`src/rtl/assert_macros.svh`:
```
// assertion macros for the rtl, included by the sorter top level
`ifndef ASSERT_MACROS_SVH
`define ASSERT_MACROS_SVH

`ifndef SYNTHESIS

// property must hold at every rising clock edge outside reset
`define ASSERT_PROP(lbl, clk, rst_n, prop) \
    lbl: assert property (@(posedge clk) disable iff (!rst_n) prop) \
        else $error("property check failed");

// condition must never be seen outside reset
`define ASSERT_NEVER(lbl, clk, rst_n, cond) \
    lbl: assert property (@(posedge clk) disable iff (!rst_n) !(cond)) \
        else $error("forbidden condition seen");

`else

`define ASSERT_PROP(lbl, clk, rst_n, prop)
`define ASSERT_NEVER(lbl, clk, rst_n, cond)

`endif

`endif

```
`src/rtl/isort_pkg.sv`:
```
// shared types and constants for the insertion sorter
package isort_pkg;

    localparam int DATA_W        = 32;
    localparam int MAX_ITEMS_DEF = 64;

    typedef logic signed [DATA_W-1:0] data_t;

    // control broadcast to every cell of the chain
    typedef struct packed {
        logic load;
        logic drain;
    } cell_ctrl_t;

    typedef enum logic [1:0] {
        ST_LOAD = 2'b01,
        ST_EMIT = 2'b10
    } state_t;

endpackage

```
`src/rtl/isort_cell.sv`:
```
// one cell of the insertion chain: holds a single sorted entry
module isort_cell (
    input  logic                clk,
    input  isort_pkg::cell_ctrl_t ctrl,
    input  logic                occupied,
    input  isort_pkg::data_t    sample,
    input  isort_pkg::data_t    lower_value,
    input  logic                lower_greater,
    input  isort_pkg::data_t    upper_value,
    output isort_pkg::data_t    value,
    output logic                greater
);
    import isort_pkg::*;

    data_t value_reg;
    data_t value_next;

    assign greater = occupied && (value_reg > sample);
    assign value   = value_reg;

    always_comb
    begin
        value_next = value_reg;
        if (ctrl.load)
        begin
            if (lower_greater)
                value_next = lower_value;
            else if (greater || !occupied)
                value_next = sample;
        end
        else if (ctrl.drain)
        begin
            value_next = upper_value;
        end
    end

    always_ff @(posedge clk)
    begin
        value_reg <= value_next;
    end

endmodule
```
`config.mk`:
```
export PLATFORM = sky130hd
export DESIGN_NAME = isort_cell
export DESIGN_NICKNAME = d
export VERILOG_FILES = /design/src/rtl/assert_macros.svh /design/src/rtl/isort_pkg.sv /design/src/rtl/isort_cell.sv
export SDC_FILE = /design/constraint.sdc
export NUM_CORES = 1
export LEC_CHECK = 0
export BUFFER_PORTS_ARGS = -buffer_cell sky130_fd_sc_hd__clkbuf_2
export CAP_MARGIN = 40
export CORE_MARGIN = 2
export CORE_UTILIZATION = 49
export CTS_CLUSTER_SIZE = 8
export DETAILED_ROUTE_END_ITERATION = 8
export PLACE_DENSITY = 0.86
export SYNTH_ARGS = -nofsm -noshare
export SYNTH_HDL_FRONTEND = slang
export SYNTH_SLANG_ARGS = --single-unit
```
`constraint.sdc`:
```
create_clock -name clk -period 6.6 [get_ports clk]
set_clock_uncertainty 0.1 [all_clocks]
set_input_delay 1.32 -clock clk [delete_from_list [all_inputs] [get_ports clk]]
set_output_delay 1.32 -clock clk [all_outputs]
set_load 0.03 [all_outputs]
```
==> metrics.txt <==
Final Cycle Share=69.12%; largest family of logic cells by synthesized area=adder cells; crit-path max FO=4; VDD IR max=0.1094 mV; register bit total from synthesis=32; Worst Min Path Start=value[31]$_DFFE_PP_; Clock Tree Buf Depth=2; Root Buffer=clkbuf_8; WS Path Type=in -> out; Worst-Margin Slew=610.4 ps; WL per Instance=13.45 um; DRC Markers=0; RSZ-0062 raised after global routing=false; Initial Utilization=51.82%; DR vias=2374; Placer Congestion=0.7404; fraction of layout cells with a size suffix above 1=37.63%; post-layout min period=4562 ps; CP arrival=3140 ps; Die Area=0.005681 mm2; post-synth net total=396; detailed-router iteration count before antenna repair=4; CORE AREA=0.004817 mm2; I/O pin count=134; Worst-Skew Late Latency=280 ps; post-synthesis mux area share=12.83%; detail-routed via count per cell=5.127; DP Wirelength=5105 um; R2R Path End=value[9]$_DFFE_PP_; gr ovfl total=0; hold path depth=5; Total Wirelength=6227 um; number of synthesized flops with an enable pin=32; clock sink count=32; # Post-CTS Setup Buffers=0; xor/xnor share of the synthesized area=0%; Largest register FFs=32; f_max=219.2 MHz; Syn. warnings=0; max_cap viols=0; r2r setup slk=3910 ps; Max Transition Viols Final=0; Layout Nets=528; CP Launch Type=input pin; status=completed; post-synthesis adder-cell area fraction=16.04%; Avg Cell Area, Syn=9.491 um2; register area share after synthesis=38.50%; Synth cell types=31; clock-pin slew of the registers on the worst-case setup and hold paths=70 ps; Setup-failing EPs final=0; LEAKAGE=1.765 nW; Final Hold Fails=0; antenna cells=0; hold-critical path endpoint=value[1]$_DFFE_PP_; first-pass GRT wire length=9880 um; Crit. End Element=output pin; P per Cell Area=215.0 mW/mm2; ys flop type=edfxtp_1; H-tree depth=2; Rel. slew slack=59.31%; Post-DRT Antenna Nets=0; Post-Synthesis Cell Area=0.002496 mm2; CTS tree=yes; CTS Hold Buffers Added=0; area delta synth->final=34.09%; FILL cells=426; initial antenna violation count=0; Die Height=75.38 um; Rows=25; post-synthesis simple-gate area fraction=11.63%; final core occ=69.48%; setup tns final=0 ps; number of gates resized after CTS=0; worst r2r src=value[31]$_DFFE_PP_; GRT Total Usage=22.71%; R2R depth=8; pin count of the biggest net entering global routing=67; worst min-delay path class=reg -> reg; post-synthesis async set-or-reset flop share=0%; Synth Area in Compound Gates=14.24%; Critical Path RT=5180 ps; port bufs=133; TritonCTS buffer count=5; synthesized instance count=263; number of global-route vias before repair=2339; die width=75.38 um; DRT iter0 DRCs=94
-- critical path: stages --
cell       delay [ps]
clkbuf_2          100
inv_1              40
ha_1              300
nand4_1           170
nor2_1             70
a221o_1           320
o31a_1            350
o2111ai_2         190
o41ai_2            90
clkbuf_2          200
-- cell usage in the layout (no fill, tap or decap) --
master	netlist	layout
clkbuf_2	0	133
a21oi_1	45	45
nor2_1	35	35
inv_1	33	33
mux2i_1	32	32
ha_1	32	32
edfxtp_1	32	32
nand2_1	9	9
nand4_1	7	7
clkbuf_8	0	5
nand3_1	4	3
o21ai_0	3	3
o211ai_1	2	2
clkinv_1	0	2
buf_4	0	2
nand4_2	1	1
a211oi_1	1	1
o21ai_1	1	1
nor3_1	1	1
a22oi_2	1	1
a221o_1	1	1
nor2b_1	1	1
a2111oi_0	1	1
a21o_1	1	1
nor4_2	1	1
o31a_1	1	1
nor4_1	1	1
o2111ai_2	1	1
o41ai_2	1	1
or2_2	1	1
nand2b_1	1	1
and3_1	1	1
a2bb2oi_1	1	1
nand3_2	0	1
bufinv_16	0	1
buf_12	0	1
-- per-layer routing --
layer	track usage (%)	routed length, um	vias up
met5	0	0	-
met4	7.018	83	0
met3	5.291	358	11
met2	42.90	3336	71
met1	25.06	2448	1073
li1	-	-	1219
-- per-stage QoR --
step | total power [mW] | setup WS (ps) | std cells | area (um2) | hold slack, ps
floorplan | 0.4476 | 2088 | 263 | 2496 | 1446
global placement | 0.5283 | 2096 | 454 | 3221 | 1536
detailed placement | 0.5412 | 2040 | 455 | 3241 | 1088
CTS | 0.7246 | 2030 | 463 | 3347 | 1109
global route | 0.7627 | 1835 | 463 | 3347 | 1218
finish | 0.7195 | 2038 | 463 | 3347 | 1098
-- cells in the mapped netlist (2+ instances only) --
cell type | count | share of area [%]
a21oi_1 | 45 | 9.0
nor2_1 | 35 | 5.3
inv_1 | 33 | 5.0
edfxtp_1 | 32 | 38
ha_1 | 32 | 16
mux2i_1 | 32 | 13
nand2_1 | 9 | 1.4
clkbuf_1 | 8 | 1.2
nand4_1 | 7 | 1.8
nand3_1 | 4 | 0.80
buf_2 | 3 | 0.60
o21ai_0 | 3 | 0.60
o211ai_1 | 2 | 0.60
-- kinds of logic (layout without fill, tap and decap cells) --
| logic type | count (synthesis) | count (layout) |
|---|---|---|
| simple gates | 63 | 63 |
| flops | 32 | 32 |
| compound gates | 60 | 60 |
| mux | 32 | 32 |
| buf+inv | 44 | 177 |
| fa+ha+maj | 32 | 32 |
-- worst max path at each step --
stage / start / end / cells after the start
2_1_floorplan: sample[14] / greater / 7
3_3_place_gp: sample[14] / greater / 10
3_5_place_dp: sample[14] / greater / 10
4_1_cts: sample[14] / greater / 10
5_1_grt: sample[1] / greater / 10
6_report: sample[14] / greater / 10
-- power breakdown --
group	switching (mW)	total (mW)	leakage, nW	internal, mW
sequential	0.0167	0.278	0.320	0.261
combinational	0.160	0.258	1.39	0.0981
clock	0.0740	0.184	0.0532	0.110
-- area by class of cell --
class                   instances  area, um2  share of cell area (%)
clock inverters                 3      37.54                   1.121
multi-input cells             187       1371                   40.97
clock buffers                   5      68.82                   2.056
well taps                      67      83.83                   2.505
inverters                      33      123.9                   3.701
repair buffers                136      700.7                   20.93
flip-flops and latches         32      960.9                   28.71
Power figures use the tool's default switching activity.
